**src/hdl/mr2u_pkg.sv**
```systemverilog
// mr2u_pkg: shared types, constants and the high-half code point table
// for the legacy charset to utf-8 transcoder; no dependencies
`timescale 1ns / 1ps

package mr2u_pkg;

  // register map and reset values
  localparam int unsigned CFG_ADDR_W       = 3;
  localparam int unsigned CFG_DATA_W       = 32;
  localparam logic [CFG_ADDR_W-1:0] REG_OUT_CAPACITY = 3'd0;
  localparam logic [15:0] CAPACITY_RESET   = 16'd4096;

  // queue between the front and back parts
  localparam int unsigned QUEUE_DEPTH = 4;

  // utf-8 lead and continuation markers
  localparam logic [2:0] LEAD2_TAG = 3'b110;
  localparam logic [3:0] LEAD3_TAG = 4'b1110;
  localparam logic [1:0] CONT_TAG  = 2'b10;

  // sequence length codes
  localparam logic [1:0] NEED_NONE = 2'd0;
  localparam logic [1:0] NEED_ONE  = 2'd1;
  localparam logic [1:0] NEED_TWO  = 2'd2;
  localparam logic [1:0] NEED_THREE = 2'd3;

  // one queued job: the data bytes of one source byte plus an optional terminator
  typedef struct packed {
    logic [1:0]      n_data;
    logic [2:0][7:0] data;
    logic            eot;
    logic [15:0]     count;
    logic            trunc;
  } mr2u_job_t;

  // code points for bytes 0x80 to 0xff
  localparam logic [15:0] HI_MAP [128] = '{
    16'h00C4, 16'h00C5, 16'h00C7, 16'h00C9, 16'h00D1, 16'h00D6, 16'h00DC, 16'h00E1,
    16'h00E0, 16'h00E2, 16'h00E4, 16'h00E3, 16'h00E5, 16'h00E7, 16'h00E9, 16'h00E8,
    16'h00EA, 16'h00EB, 16'h00ED, 16'h00EC, 16'h00EE, 16'h00EF, 16'h00F1, 16'h00F3,
    16'h00F2, 16'h00F4, 16'h00F6, 16'h00F5, 16'h00FA, 16'h00F9, 16'h00FB, 16'h00FC,
    16'h2020, 16'h00B0, 16'h00A2, 16'h00A3, 16'h00A7, 16'h2022, 16'h00B6, 16'h00DF,
    16'h00AE, 16'h00A9, 16'h2122, 16'h00B4, 16'h00A8, 16'h2260, 16'h00C6, 16'h00D8,
    16'h221E, 16'h00B1, 16'h2264, 16'h2265, 16'h00A5, 16'h00B5, 16'h2202, 16'h2211,
    16'h220F, 16'h03C0, 16'h222B, 16'h00AA, 16'h00BA, 16'h03A9, 16'h00E6, 16'h00F8,
    16'h00BF, 16'h00A1, 16'h00AC, 16'h221A, 16'h0192, 16'h2248, 16'h2206, 16'h00AB,
    16'h00BB, 16'h2026, 16'h00A0, 16'h00C0, 16'h00C3, 16'h00D5, 16'h0152, 16'h0153,
    16'h2013, 16'h2014, 16'h201C, 16'h201D, 16'h2018, 16'h2019, 16'h00F7, 16'h25CA,
    16'h00FF, 16'h0178, 16'h2044, 16'h20AC, 16'h2039, 16'h203A, 16'hFB01, 16'hFB02,
    16'h2021, 16'h00B7, 16'h201A, 16'h201E, 16'h2030, 16'h00C2, 16'h00CA, 16'h00C1,
    16'h00CB, 16'h00C8, 16'h00CD, 16'h00CE, 16'h00CF, 16'h00CC, 16'h00D3, 16'h00D4,
    16'hF8FF, 16'h00D2, 16'h00DA, 16'h00DB, 16'h00D9, 16'h0131, 16'h02C6, 16'h02DC,
    16'h00AF, 16'h02D8, 16'h02D9, 16'h02DA, 16'h00B8, 16'h02DD, 16'h02DB, 16'h02C7
  };

endpackage

```
**src/hdl/mr2u_if.sv**
```systemverilog
// mr2u_in_if / mr2u_out_if: valid/ready channels for source words and result words
// depends on nothing
`timescale 1ns / 1ps

interface mr2u_in_if;
  logic       valid;
  logic       ready;
  logic [7:0] mac_byte;
  logic       has_byte;
  logic       end_of_text;

  modport source (output valid, mac_byte, has_byte, end_of_text, input ready);
  modport sink   (input valid, mac_byte, has_byte, end_of_text, output ready);
endinterface

interface mr2u_out_if;
  logic        valid;
  logic        ready;
  logic [7:0]  out_byte;
  logic        is_terminator;
  logic [15:0] written_count;
  logic        was_truncated;
  logic        last;

  modport source (output valid, out_byte, is_terminator, written_count, was_truncated, last,
                  input ready);
  modport sink   (input valid, out_byte, is_terminator, written_count, was_truncated, last,
                  output ready);
endinterface

```
**src/hdl/mr2u_front.sv**
```systemverilog
// mr2u_front: accepts source words, maps them to utf-8 and checks room
// depends on mr2u_pkg and mr2u_in_if
`timescale 1ns / 1ps

module mr2u_front (
  input  logic                  clk,
  input  logic                  rst_n,
  mr2u_in_if.sink               in_ch,
  input  logic [15:0]           capacity,
  input  logic                  q_full,
  output logic                  q_push,
  output mr2u_pkg::mr2u_job_t   q_job
);
  import mr2u_pkg::*;

  logic [15:0] out_count_r, out_count_nxt;
  logic        halted_r, halted_nxt;
  logic [15:0] cp;
  logic [1:0]  need;
  logic        fits;
  logic        do_byte;
  logic        emit;
  logic [15:0] count_upd;
  logic        halt_upd;
  logic        accept;

  assign in_ch.ready = !q_full;
  assign accept      = in_ch.valid && in_ch.ready;

  // code point and sequence length
  always_comb begin
    if (in_ch.mac_byte[7]) begin
      cp = HI_MAP[in_ch.mac_byte[6:0]];
    end else begin
      cp = {8'h00, in_ch.mac_byte};
    end
    if (!in_ch.mac_byte[7]) begin
      need = NEED_ONE;
    end else if (cp < 16'h0800) begin
      need = NEED_TWO;
    end else begin
      need = NEED_THREE;
    end
  end

  // room check: count + need + nul must not exceed the capacity
  assign fits = ({1'b0, out_count_r} + 17'(need) + 17'd1) <= {1'b0, capacity};

  assign do_byte   = in_ch.has_byte && !halted_r;
  assign emit      = do_byte && fits;
  assign count_upd = emit ? out_count_r + 16'(need) : out_count_r;
  assign halt_upd  = halted_r || (do_byte && !fits);

  // job for the back part
  always_comb begin
    q_job.n_data = emit ? need : NEED_NONE;
    q_job.eot    = in_ch.end_of_text;
    q_job.count  = count_upd;
    q_job.trunc  = halt_upd;
    q_job.data   = '0;
    case (need)
      NEED_ONE: begin
        q_job.data[0] = cp[7:0];
      end
      NEED_TWO: begin
        q_job.data[0] = {LEAD2_TAG, cp[10:6]};
        q_job.data[1] = {CONT_TAG, cp[5:0]};
      end
      NEED_THREE: begin
        q_job.data[0] = {LEAD3_TAG, cp[15:12]};
        q_job.data[1] = {CONT_TAG, cp[11:6]};
        q_job.data[2] = {CONT_TAG, cp[5:0]};
      end
      default: begin
        q_job.data = '0;
      end
    endcase
  end

  assign q_push = accept && (emit || in_ch.end_of_text);

  // running count and halt flag
  always_comb begin
    out_count_nxt = out_count_r;
    halted_nxt    = halted_r;
    if (accept) begin
      if (in_ch.end_of_text) begin
        out_count_nxt = '0;
        halted_nxt    = 1'b0;
      end else begin
        out_count_nxt = count_upd;
        halted_nxt    = halt_upd;
      end
    end
  end

  always_ff @(posedge clk) begin
    if (!rst_n) begin
      out_count_r <= '0;
      halted_r    <= 1'b0;
    end else begin
      out_count_r <= out_count_nxt;
      halted_r    <= halted_nxt;
    end
  end

endmodule

```
**src/hdl/mr2u_fifo.sv**
```systemverilog
// mr2u_fifo: short job queue between the front and back parts
// depends on mr2u_pkg
`timescale 1ns / 1ps

module mr2u_fifo #(
  parameter int unsigned DEPTH = mr2u_pkg::QUEUE_DEPTH
) (
  input  logic                clk,
  input  logic                rst_n,
  input  logic                push,
  input  mr2u_pkg::mr2u_job_t push_job,
  output logic                full,
  input  logic                pop,
  output logic                pop_valid,
  output mr2u_pkg::mr2u_job_t pop_job
);
  import mr2u_pkg::*;

  localparam int unsigned PW = (DEPTH > 1) ? $clog2(DEPTH) : 1;
  localparam int unsigned CW = $clog2(DEPTH + 1);

  mr2u_job_t       store_r [DEPTH];
  logic [PW-1:0]   wr_ptr_r, wr_ptr_nxt;
  logic [PW-1:0]   rd_ptr_r, rd_ptr_nxt;
  logic [CW-1:0]   cnt_r, cnt_nxt;
  logic            do_push, do_pop;

  assign full      = cnt_r == CW'(DEPTH);
  assign pop_valid = cnt_r != '0;
  assign pop_job   = store_r[rd_ptr_r];
  assign do_push   = push && !full;
  assign do_pop    = pop && pop_valid;

  // pointer wrap and fill count
  always_comb begin
    wr_ptr_nxt = wr_ptr_r;
    rd_ptr_nxt = rd_ptr_r;
    cnt_nxt    = cnt_r;
    if (do_push) begin
      wr_ptr_nxt = (wr_ptr_r == PW'(DEPTH - 1)) ? '0 : wr_ptr_r + 1'b1;
    end
    if (do_pop) begin
      rd_ptr_nxt = (rd_ptr_r == PW'(DEPTH - 1)) ? '0 : rd_ptr_r + 1'b1;
    end
    if (do_push && !do_pop) begin
      cnt_nxt = cnt_r + 1'b1;
    end else if (do_pop && !do_push) begin
      cnt_nxt = cnt_r - 1'b1;
    end
  end

  always_ff @(posedge clk) begin
    if (!rst_n) begin
      wr_ptr_r <= '0;
      rd_ptr_r <= '0;
      cnt_r    <= '0;
    end else begin
      wr_ptr_r <= wr_ptr_nxt;
      rd_ptr_r <= rd_ptr_nxt;
      cnt_r    <= cnt_nxt;
    end
  end

  // entry storage
  always_ff @(posedge clk) begin
    if (do_push) begin
      store_r[wr_ptr_r] <= push_job;
    end
  end

endmodule

```
**src/hdl/mr2u_back.sv**
```systemverilog
// mr2u_back: takes jobs from the queue and sends one result word per cycle
// while out_ch is ready; depends on mr2u_pkg and mr2u_out_if
`timescale 1ns / 1ps

module mr2u_back (
  input  logic                clk,
  input  logic                rst_n,
  input  logic                q_valid,
  input  mr2u_pkg::mr2u_job_t q_job,
  output logic                q_pop,
  mr2u_out_if.source          out_ch
);
  import mr2u_pkg::*;

  mr2u_job_t   job_r;
  logic        job_valid_r, job_valid_nxt;
  logic [1:0]  pos_r, pos_nxt;
  logic [2:0]  n_res;
  logic        res_last;
  logic        adv;
  logic        fin;

  logic        out_valid_r, out_valid_nxt;
  logic [7:0]  byte_r;
  logic        term_r;
  logic [15:0] count_r;
  logic        trunc_r;
  logic        last_r;

  // result position within the current job
  assign n_res    = {1'b0, job_r.n_data} + {2'b00, job_r.eot};
  assign res_last = (3'(pos_r) + 3'd1) == n_res;
  assign adv      = job_valid_r && (!out_valid_r || out_ch.ready);
  assign fin      = adv && res_last;
  assign q_pop    = q_valid && (!job_valid_r || fin);

  always_comb begin
    job_valid_nxt = job_valid_r;
    pos_nxt       = pos_r;
    if (q_pop) begin
      job_valid_nxt = 1'b1;
      pos_nxt       = '0;
    end else if (fin) begin
      job_valid_nxt = 1'b0;
      pos_nxt       = '0;
    end else if (adv) begin
      pos_nxt = pos_r + 1'b1;
    end
    out_valid_nxt = adv ? 1'b1 : (out_ch.ready ? 1'b0 : out_valid_r);
  end

  always_ff @(posedge clk) begin
    if (!rst_n) begin
      job_valid_r <= 1'b0;
      pos_r       <= '0;
      out_valid_r <= 1'b0;
    end else begin
      job_valid_r <= job_valid_nxt;
      pos_r       <= pos_nxt;
      out_valid_r <= out_valid_nxt;
    end
  end

  // job holding register
  always_ff @(posedge clk) begin
    if (q_pop) begin
      job_r <= q_job;
    end
  end

  // output register: data byte or terminator
  always_ff @(posedge clk) begin
    if (adv) begin
      last_r <= res_last;
      if (pos_r < job_r.n_data) begin
        byte_r  <= job_r.data[pos_r];
        term_r  <= 1'b0;
        count_r <= '0;
        trunc_r <= 1'b0;
      end else begin
        byte_r  <= '0;
        term_r  <= 1'b1;
        count_r <= job_r.count;
        trunc_r <= job_r.trunc;
      end
    end
  end

  assign out_ch.valid         = out_valid_r;
  assign out_ch.out_byte      = byte_r;
  assign out_ch.is_terminator = term_r;
  assign out_ch.written_count = count_r;
  assign out_ch.was_truncated = trunc_r;
  assign out_ch.last          = last_r;

endmodule

```
**src/hdl/legacy_charset_to_utf8_top.sv**
```systemverilog
// legacy_charset_to_utf8_top: mac roman to utf-8 transcoder, top level
// depends on mr2u_pkg, mr2u_if, mr2u_front, mr2u_fifo and mr2u_back
//
// in_ch carries one source word per handshake: a byte, a has-byte flag and
// an end-of-text flag. out_ch returns the utf-8 bytes of each byte in order,
// one word per cycle while the receiver is ready, then a nul terminator
// word when end-of-text is set; last marks the final word caused by an
// input word. An input word yields 0 to 4 output words; the output port,
// one word a cycle while the receiver is ready, sets the sustained rate.
// The first result word passes through the job queue, the job holding
// register and the output register. in_ch stays ready while the job queue
// has room, so input words keep flowing while results wait to be taken.
// The capacity register (byte address 0) sets the buffer size in bytes
// including the nul; a byte that would not fit halts the text until the
// next end-of-text. Write it only while the block is idle.
// Reset (rst_n low, synchronous) empties the queue and output stage, clears
// the count and halt flag and sets the capacity to 4096. If the receiver
// stalls, the output word holds and the queue fills, then in_ch drops ready.
`timescale 1ns / 1ps

module legacy_charset_to_utf8_top #(
  parameter int unsigned QUEUE_DEPTH = mr2u_pkg::QUEUE_DEPTH
) (
  input  logic                                clk,
  input  logic                                rst_n,
  mr2u_in_if.sink                             in_ch,
  mr2u_out_if.source                          out_ch,
  input  logic                                psel,
  input  logic                                penable,
  input  logic                                pwrite,
  input  logic [mr2u_pkg::CFG_ADDR_W-1:0]     paddr,
  input  logic [mr2u_pkg::CFG_DATA_W-1:0]     pwdata,
  output logic [mr2u_pkg::CFG_DATA_W-1:0]     prdata,
  output logic                                pready
);
  import mr2u_pkg::*;

  logic [15:0] capacity_r;
  logic        cfg_wr;
  logic        cap_sel;
  logic        q_push, q_full, q_pop, q_valid;
  mr2u_job_t   push_job, pop_job;

  // configuration register
  assign pready  = 1'b1;
  assign cap_sel = paddr[CFG_ADDR_W-1:2] == REG_OUT_CAPACITY[CFG_ADDR_W-1:2];
  assign cfg_wr  = psel && penable && pwrite && pready && cap_sel;
  assign prdata  = cap_sel ? {{(CFG_DATA_W-16){1'b0}}, capacity_r} : '0;

  always_ff @(posedge clk) begin
    if (!rst_n) begin
      capacity_r <= CAPACITY_RESET;
    end else if (cfg_wr) begin
      capacity_r <= pwdata[15:0];
    end
  end

  // front: accept, map, room check
  mr2u_front u_front (
    .clk      (clk),
    .rst_n    (rst_n),
    .in_ch    (in_ch),
    .capacity (capacity_r),
    .q_full   (q_full),
    .q_push   (q_push),
    .q_job    (push_job)
  );

  // job queue
  mr2u_fifo #(
    .DEPTH (QUEUE_DEPTH)
  ) u_fifo (
    .clk       (clk),
    .rst_n     (rst_n),
    .push      (q_push),
    .push_job  (push_job),
    .full      (q_full),
    .pop       (q_pop),
    .pop_valid (q_valid),
    .pop_job   (pop_job)
  );

  // back: result sequencing and output register
  mr2u_back u_back (
    .clk     (clk),
    .rst_n   (rst_n),
    .q_valid (q_valid),
    .q_job   (pop_job),
    .q_pop   (q_pop),
    .out_ch  (out_ch)
  );

endmodule
```
**src/flat_wrapper.sv**
```systemverilog
// flat-port wrapper written by rule: the top's interface ports become plain ports
module legacy_charset_to_utf8_top_flat import mr2u_pkg::*;
#(
  parameter int unsigned QUEUE_DEPTH = mr2u_pkg::QUEUE_DEPTH
)
  (clk, rst_n, psel, penable, pwrite, paddr, pwdata, prdata, pready, in_ch_valid, in_ch_mac_byte, in_ch_has_byte, in_ch_end_of_text, in_ch_ready, out_ch_valid, out_ch_out_byte, out_ch_is_terminator, out_ch_written_count, out_ch_was_truncated, out_ch_last, out_ch_ready);
  mr2u_in_if in_ch_i ();
  mr2u_out_if out_ch_i ();
  input  logic clk;
  input  logic rst_n;
  input  logic psel;
  input  logic penable;
  input  logic pwrite;
  input  logic [mr2u_pkg::CFG_ADDR_W-1:0] paddr;
  input  logic [mr2u_pkg::CFG_DATA_W-1:0] pwdata;
  output logic [mr2u_pkg::CFG_DATA_W-1:0] prdata;
  output logic pready;
  input wire logic [$bits(in_ch_i.valid)-1:0] in_ch_valid;
  input wire logic [$bits(in_ch_i.mac_byte)-1:0] in_ch_mac_byte;
  input wire logic [$bits(in_ch_i.has_byte)-1:0] in_ch_has_byte;
  input wire logic [$bits(in_ch_i.end_of_text)-1:0] in_ch_end_of_text;
  output wire logic [$bits(in_ch_i.ready)-1:0] in_ch_ready;
  output wire logic [$bits(out_ch_i.valid)-1:0] out_ch_valid;
  output wire logic [$bits(out_ch_i.out_byte)-1:0] out_ch_out_byte;
  output wire logic [$bits(out_ch_i.is_terminator)-1:0] out_ch_is_terminator;
  output wire logic [$bits(out_ch_i.written_count)-1:0] out_ch_written_count;
  output wire logic [$bits(out_ch_i.was_truncated)-1:0] out_ch_was_truncated;
  output wire logic [$bits(out_ch_i.last)-1:0] out_ch_last;
  input wire logic [$bits(out_ch_i.ready)-1:0] out_ch_ready;
  assign in_ch_i.valid = in_ch_valid;
  assign in_ch_i.mac_byte = in_ch_mac_byte;
  assign in_ch_i.has_byte = in_ch_has_byte;
  assign in_ch_i.end_of_text = in_ch_end_of_text;
  assign in_ch_ready = in_ch_i.ready;
  assign out_ch_valid = out_ch_i.valid;
  assign out_ch_out_byte = out_ch_i.out_byte;
  assign out_ch_is_terminator = out_ch_i.is_terminator;
  assign out_ch_written_count = out_ch_i.written_count;
  assign out_ch_was_truncated = out_ch_i.was_truncated;
  assign out_ch_last = out_ch_i.last;
  assign out_ch_i.ready = out_ch_ready;
  legacy_charset_to_utf8_top #(.QUEUE_DEPTH(QUEUE_DEPTH)) u_core (.clk(clk), .rst_n(rst_n), .in_ch(in_ch_i), .out_ch(out_ch_i), .psel(psel), .penable(penable), .pwrite(pwrite), .paddr(paddr), .pwdata(pwdata), .prdata(prdata), .pready(pready));
endmodule
```
**config.mk**
```make
export PLATFORM = sky130hd
export DESIGN_NAME = legacy_charset_to_utf8_top_flat
export DESIGN_NICKNAME = d
export VERILOG_FILES = /design/src/hdl/mr2u_pkg.sv /design/src/hdl/mr2u_if.sv /design/src/hdl/mr2u_front.sv /design/src/hdl/mr2u_fifo.sv /design/src/hdl/mr2u_back.sv /design/src/hdl/legacy_charset_to_utf8_top.sv /design/src/flat_wrapper.sv
export SDC_FILE = /design/constraint.sdc
export NUM_CORES = 1
export LEC_CHECK = 0
export BUFFER_PORTS_ARGS = -buffer_cell sky130_fd_sc_hd__buf_4
export CORE_MARGIN = 5
export CORE_UTILIZATION = 25
export DETAILED_ROUTE_END_ITERATION = 16
export SYNTH_ARGS = -nofsm -noshare
export SYNTH_HDL_FRONTEND = slang
export SYNTH_HIERARCHICAL = 1
export SYNTH_SLANG_ARGS = --single-unit
export TNS_END_PERCENT = 100
```
**constraint.sdc**
```tcl
create_clock -name clk -period 9.9 [get_ports clk]
set_input_delay 1.98 -clock clk [delete_from_list [all_inputs] [get_ports clk]]
set_output_delay 1.98 -clock clk [all_outputs]
set_load 0.01 [all_outputs]
```
# Word level (Yosys, flattened, before mapping)
# Memories as Yosys holds them, arrays and structs flattened. A register that Yosys moved wholly into a read port is not among the register bits.
# Cells that the tools add are included.
[totals] ram_bits=176 mem_bits_ro=2048 in_bits=52 latch_bits=0 mem_count=2 ff_bits=71
[op_classes] multipliers=0 n_mux=26 eq_ne=7 order_cmp=5 shift=0 n_reduce_logical=31 addsub=10 bitwise=3 div_mod_pow=0
[memory_table] name="(no name shown)" depth=128 word_bits=16 read_ports=1 rd_ports_with_merged_regs=0 wr=0 line="mr2u_front.sv:33" source="cp = HI_MAP[in_ch.mac_byte[6:0]];"
[memory_table] name="u_core.u_fifo.store_r" depth=4 word_bits=44 read_ports=1 rd_ports_with_merged_regs=1 wr=1 line="mr2u_fifo.sv:22" source="mr2u_job_t store_r [DEPTH];"
[ops] operator="2-to-1 mux 16 bit" count=6
[ops] operator="case mux 8 bit (3 select lines)" count=1
[ops] operator="adder 16 x 2 -> 17 bit" count=1
[ops] operator="adder 17 x 1 -> 17 bit, second input constant" count=1
[ops] operator="<= comparator 17 x 16 -> 1 bit" count=1
[ops] operator="adder 16 x 2 -> 16 bit" count=1
[ops] operator="binary-select mux 8 bit (select 2 bit)" count=1
[ops] operator="< comparator 16 x 12 -> 1 bit, second input constant" count=1
[ops] operator="2-to-1 mux 8 bit" count=2
[ops] operator="case mux 8 bit (2 select lines)" count=1
[ops] operator="logical AND 1 bit" count=15
[ops] operator="2-to-1 mux 1 bit" count=9
[ops] operator="equality test 2 bit, second input constant" count=4
[ops] operator=">= comparator 8 bit, second input constant" count=1
[ops] operator="2-to-1 mux 2 bit" count=4
[ops] operator="NOT 7 -> 8 bit" count=1
[ops] operator="zero test 1 bit" count=7
[ops] operator="adder 2 x 1 -> 2 bit, second input constant" count=3
[ops] operator="2-to-1 mux 3 bit" count=2
[ops] operator="nonzero test 2 bit" count=3
[ops] operator="logical OR 1 bit" count=4
[ops] operator="adder 2 x 1 -> 3 bit" count=1
[ops] operator="adder 2 x 1 -> 3 bit, second input constant" count=1
[ops] operator="adder 3 x 1 -> 3 bit, second input constant" count=1
[ops] operator="other kinds (9)" count=10

# Depth between registers and ports, before layout
[logic_depth] depth_word=19 ltp_mapped=35 mapped_depth_nobuf=30

# Hierarchy
# The synthesis kept the hierarchy.
[modules_own_cells] module="mr2u_fifo" area_per_inst_um2=6889.1 seq_area_each_um2=5465.2 n_inst=1 cells_per_inst=281
[modules_own_cells] module="mr2u_front" area_per_inst_um2=4395.5 seq_area_each_um2=340.3 n_inst=1 cells_per_inst=659
[modules_own_cells] module="mr2u_back" area_per_inst_um2=2775.2 seq_area_each_um2=2212.1 n_inst=1 cells_per_inst=158
[modules_own_cells] module="legacy_charset_to_utf8_top" area_per_inst_um2=912.1 seq_area_each_um2=320.3 n_inst=1 cells_per_inst=106

# Worst setup path after synthesis
# Ideal clock, no wire load.
[synth_path] path_kind="input to register" from="input out_ch_ready" to="register u_core.u_fifo.cnt_r[2]" path_stages=10 n_path_buf=0 t_arrival_ns=8.790 setup_slack_ns=1.035 setup_ns=0.076 path_cell_list="nand2b_1 -> nand3_1 -> o41ai_1 -> o31ai_1 -> ha_1 -> inv_1 -> fa_1 -> xor2_1 -> or3_1 -> a21boi_0"
[synth_via] elab_chain_len=9 word_cells_on_any_way=11 classes_between="mux (1); reduce/logical (10)"
[synth_rtl] item="from (decl)" line="flat_wrapper.sv:29" source="input wire logic [$bits(out_ch_i.ready)-1:0] out_ch_ready;"
[synth_rtl] item="logical OR 1 bit (*)" line="mr2u_back.sv:33" source="assign adv = job_valid_r && (!out_valid_r || out_ch.ready);"
[synth_rtl] item="logical AND 1 bit (*)" line="mr2u_back.sv:33"
[synth_rtl] item="logical AND 1 bit (*)" line="mr2u_back.sv:34" source="assign fin = adv && res_last;"
[synth_rtl] item="logical OR 1 bit (*)" line="mr2u_back.sv:35" source="assign q_pop = q_valid && (!job_valid_r || fin);"
[synth_rtl] item="logical AND 1 bit (*)" line="mr2u_back.sv:35"
[synth_rtl] item="via u_core.q_pop" line="legacy_charset_to_utf8_top.sv:41" source="logic q_push, q_full, q_pop, q_valid;"
[synth_rtl] item="logical AND 1 bit (*)" line="mr2u_fifo.sv:32" source="assign do_pop = pop && pop_valid;"
[synth_rtl] item="zero test 1 bit" line="mr2u_fifo.sv:45" source="if (do_push && !do_pop) begin"
[synth_rtl] item="logical AND 1 bit" line="mr2u_fifo.sv:45"
[synth_rtl] item="2-to-1 mux 3 bit or nonzero test 2 bit (tied branches)"
[synth_rtl] item="to (signal assigned)" line="mr2u_fifo.sv:60" source="cnt_r <= cnt_nxt;"
[synth_rtl] item="to (decl)" line="mr2u_fifo.sv:25" source="logic [CW-1:0] cnt_r, cnt_nxt;"
# Mark *: on every way through the listed nets, which the timed path passes. The rest lies on a longest branch.
# A chain may end at the register's enable or synchronous reset.

# Worst setup path in the final report
[layout_path] from="input in_ch_mac_byte[1]" to="register u_core.u_fifo.cnt_r[2]"
[layout_via] elab_chain_len=18 word_cells_on_any_way=20 classes_between="add/sub (2); order compare (2); mux (6); bitwise (1); reduce/logical (8); memory (1)"
[layout_rtl] item="from (decl)" line="flat_wrapper.sv:19" source="input wire logic [$bits(in_ch_i.mac_byte)-1:0] in_ch_mac_byte;"
[layout_rtl] item="NOT 7 -> 8 bit (implied by the code)" line="mr2u_front.sv:33"
[layout_rtl] item="memory (128 x 16 bit)"
[layout_rtl] item="2-to-1 mux 16 bit (implied by the code) (2 in series)" line="mr2u_front.sv:33"
[layout_rtl] item="2-to-1 mux 16 bit (*)" line="mr2u_front.sv:32" source="if (in_ch.mac_byte[7]) begin"
[layout_rtl] item="< comparator 16 x 12 -> 1 bit (*)" line="mr2u_front.sv:39" source="end else if (cp < 16'h0800) begin"
[layout_rtl] item="2-to-1 mux 1 bit (*)" line="mr2u_front.sv:39"
[layout_rtl] item="2-to-1 mux 2 bit (*)" line="mr2u_front.sv:37" source="if (!in_ch.mac_byte[7]) begin"
[layout_rtl] item="adder 16 x 2 -> 17 bit (*)" line="mr2u_front.sv:47" source="assign fits = ({1'b0, out_count_r} + 17'(need) + 17'd1) <= {1'b0, capacity};"
[layout_rtl] item="(+2 left out)"
[layout_rtl] item="logical AND 1 bit (*)" line="mr2u_front.sv:50" source="assign emit = do_byte && fits;"
[layout_rtl] item="logical OR 1 bit (*)" line="mr2u_front.sv:80" source="assign q_push = accept && (emit || in_ch.end_of_text);"
[layout_rtl] item="logical AND 1 bit (*)" line="mr2u_front.sv:80"
[layout_rtl] item="via u_core.q_push" line="legacy_charset_to_utf8_top.sv:41"
[layout_rtl] item="logical AND 1 bit (*)" line="mr2u_fifo.sv:31" source="assign do_push = push && !full;"
[layout_rtl] item="zero test 1 bit" line="mr2u_fifo.sv:47" source="end else if (do_pop && !do_push) begin"
[layout_rtl] item="logical AND 1 bit" line="mr2u_fifo.sv:47"
[layout_rtl] item="nonzero test 2 bit (no source line)"
# Mark *: on every way through the listed nets, which the timed path passes. The rest lies on a longest branch. The select of a mux whose other input is x is not followed.

==> impl_metrics.env <==
export IMPL_cts_sinks=293
export IMPL_hold_buffers=0
export IMPL_synth_common_cells="247 x edfxtp_1, 117 x nand2_1, 60 x nor2_1"
export IMPL_yosysUniqueCellTypes=80
export IMPL_timing_critical_path_arrival_ps=9190
export IMPL_drv_slew=0
export IMPL_postSynthCellCount=1204
export IMPL_synthFlopType="edfxtp_1"
export IMPL_setup_tns_ps=0
export IMPL_ys_ff_latch=293
export IMPL_rsz0062_at_grt="false"
export IMPL_synthArstFlopShare=0
export IMPL_cts_root_buf="clkbuf_16"
export IMPL_portBuffers=78
export IMPL_pin_count=114
export IMPL_powerDensity_nw_per_um2=225
export IMPL_cts_tree="built"
export IMPL_drive_gt1_frac=0.181
export IMPL_power_mw=3.85
export IMPL_cts_buffer_depth=3
export IMPL_cp_slowest_cell="a2111oi_0"
export IMPL_ctsResizeCount=0
export IMPL_wirelength_mm=34.8
export IMPL_yosysMostFrequentCell="edfxtp_1"
export IMPL_num_antenna_cells=0
export IMPL_crit_path_end_kind="register"
export IMPL_die_h_um=255
export IMPL_grt_max_degree=57
export IMPL_grt_pass1_wl_mm=55.4
export IMPL_place_congestion=0.888
export IMPL_maxCapViolations=0
export IMPL_yosys_area_top_type="edfxtp_1"
export IMPL_synth_top_area_frac=0.495
export IMPL_core_um2=59100
export IMPL_post_drt_wl_per_cell_um=17.1
export IMPL_crit_type="in2reg"
export IMPL_ys_warn_count=6
export IMPL_grt_pass1_vias=9538
export IMPL_vias=9699
export IMPL_die_area_um2=64900
export IMPL_clk_latency_ps=520
export IMPL_worstSetupStartpointType="input port"
export IMPL_setup_violations_final=0
export IMPL_worst_path_max_fanout=22
export IMPL_cts_htree_levels=2
export IMPL_final_nets=1337
export IMPL_syn_area_per_cell_um2=12.4
export IMPL_critical_path_most_common_cell="ha_1"
export IMPL_synth_area_um2=15000
export IMPL_drt_iter0_drc=782
export IMPL_synth_edf_count=247
export IMPL_power_leakage_nw=6.05
export IMPL_outcome="complete, no violations"
export IMPL_worstMarginPinSlew_ps=990
export IMPL_track_usage=0.105
export IMPL_dp_hpwl_mm=23.0
export IMPL_vdd_ir_drop_max_uv=110
export IMPL_syn_to_final_growth_pct=14.4
export IMPL_critPathMaxStageDelay_ps=500
export IMPL_vias_per_cell=4.76
export IMPL_antenna_found_initial=0
export IMPL_hold_ws_ps=479
export IMPL_path_clk_slew_ps=60
export IMPL_period_share=0.885
export IMPL_clock_skew_ps=19.6
export IMPL_hold_class="reg2reg"
export IMPL_hold_depth=2
export IMPL_max_slew_margin=0.339
export IMPL_grt_remaining_overflow=0
export IMPL_period_minus_slack_ps=8760
export IMPL_fillers=5981
export IMPL_synthTopCellsByArea="edfxtp_1 50%, mux4_2 6.3%, dfxtp_1 6.2%"
export IMPL_cts_setup_buffers=0
export IMPL_reg2reg_depth=19
export IMPL_cts_buffers=34
export IMPL_crit_required_ps=10330
export IMPL_die_x_um=255
export IMPL_seq_area_frac_synth=0.557
export IMPL_first_pass_iters=5
export IMPL_drt_antenna_violating_nets=0
export IMPL_hold_viol_final=0
export IMPL_drc=0
export IMPL_initial_core_util=0.253
export IMPL_rows=89
export IMPL_fmax_mhz=114
==> worst max-delay path, delay by kind of cell <==
family / cells / cell delay [ps]
buffers and inverters: 4 / 680
XOR/XNOR: 2 / 370
adder cells (fa/ha/maj): 6 / 1970
AO/OA/AOI/OAI: 8 / 1730
AND/OR/NAND/NOR: 10 / 2440
==> where the power goes <==
group / total [mW] / leakage, nW / switching (mW) / internal, mW
logic: 0.926 / 2.84 / 0.540 / 0.386
clock network: 1.17 / 0.514 / 0.494 / 0.678
registers: 1.76 / 2.70 / 0.0754 / 1.68
total: 3.85 / 6.05 / 1.11 / 2.74
==> area by class of cell <==
| cell class | count | area, um^2 | area share |
|---|---|---|---|
| clock buffer | 42 | 891 | 0.0520 |
| sequential | 293 | 8340 | 0.487 |
| inverter | 49 | 184 | 0.0107 |
| multi-input combinational | 764 | 5810 | 0.340 |
| tap | 773 | 967 | 0.0565 |
| clock inverter | 18 | 160 | 0.00935 |
| timing repair buffer | 97 | 766 | 0.0447 |
==> cell families (layout without fill, tap and decap cells) <==
logic type               count (synthesis)  in the layout  share of synthesized area
adder cells (fa/ha/maj)                 46             46                     0.0399
multiplexers                            86             86                     0.0979
other                                    3             19                   0.000752
flip-flops                             293            293                      0.557
XOR/XNOR                                33             33                     0.0193
buffers and inverters                  163            206                     0.0602
AND/OR/NAND/NOR                        359            359                      0.125
AO/OA/AOI/OAI                          221            221                      0.100
==> placed cells by master, fill, tap and decap left out, drive strengths merged, types with 17 or more instances in the layout <==
master / synthesis / routed
edfxtp: 247 / 247
nand2: 117 / 117
buf: 69 / 97
nor2: 60 / 60
inv: 47 / 52
a21oi: 47 / 47
dfxtp: 46 / 46
mux4: 46 / 46
ha: 43 / 43
clkbuf: 45 / 42
o21ai: 40 / 40
and2: 29 / 29
nor2b: 28 / 28
mux2i: 28 / 28
nand3: 26 / 26
xor2: 21 / 21
o211ai: 21 / 21
a31oi: 20 / 20
conb: 3 / 19
nand2b: 18 / 18
nor3: 17 / 17
==> per-layer routing <==
| layer | wire [um] | global-route usage |
|---|---|---|
| met5 | 0 | 0 |
| met4 | 655 | 0.0256 |
| met3 | 1840 | 0.0154 |
| met2 | 15500 | 0.162 |
| met1 | 16800 | 0.156 |
==> worst paths after layout <==
path | startpoint | to | slack, ps
worst min register to register | u_core/capacity_r[15]$_SDFFE_PN0P_ | u_core/capacity_r[15]$_SDFFE_PN0P_ | 480
worst max register to register | u_core/u_front/out_count_r[7]$_SDFFE_PN0P_ | u_core/u_fifo/cnt_r[2]$_SDFFE_PN0P_ | 4580
worst max-delay path | in_ch_mac_byte[1] | u_core/u_fifo/cnt_r[2]$_SDFFE_PN0P_ | 1140
worst min-delay path | u_core/capacity_r[15]$_SDFFE_PN0P_ | u_core/capacity_r[15]$_SDFFE_PN0P_ | 480
==> state kept, by name (all words and copies together), names as in the netlist, named ones only <==
name / flops
u_core/capacity_r: 16
u_core/u_back/job_r: 44
u_core/u_back/job_valid_r: 1
u_core/u_back/out_ch.is_terminator: 1
u_core/u_back/out_ch.last: 1
u_core/u_back/out_ch.out_byte: 8
u_core/u_back/out_ch.valid: 1
u_core/u_back/out_ch.was_truncated: 1
u_core/u_back/out_ch.written_count: 16
u_core/u_back/pos_r: 2
u_core/u_fifo/cnt_r: 3
u_core/u_fifo/rd_ptr_r: 2
u_core/u_fifo/store_r: 176
u_core/u_fifo/wr_ptr_r: 2
u_core/u_front/halted_r: 1
u_core/u_front/out_count_r: 16
==> per-stage QoR <==
stage / setup WS [ps] / instances / util / instance area, um^2
after floorplan: 1030 / 1220 / - / 15000
after CTS: 1120 / 2036 / 0.290 / 17100
after global routing: 605 / 2036 / 0.290 / 17100
after global placement: 717 / 1976 / 0.272 / 16100
after detailed placement: 573 / 1976 / 0.272 / 16100
final: 1140 / 2036 / 0.290 / 17100
Note: power is estimated with default switching activity, not from simulation.
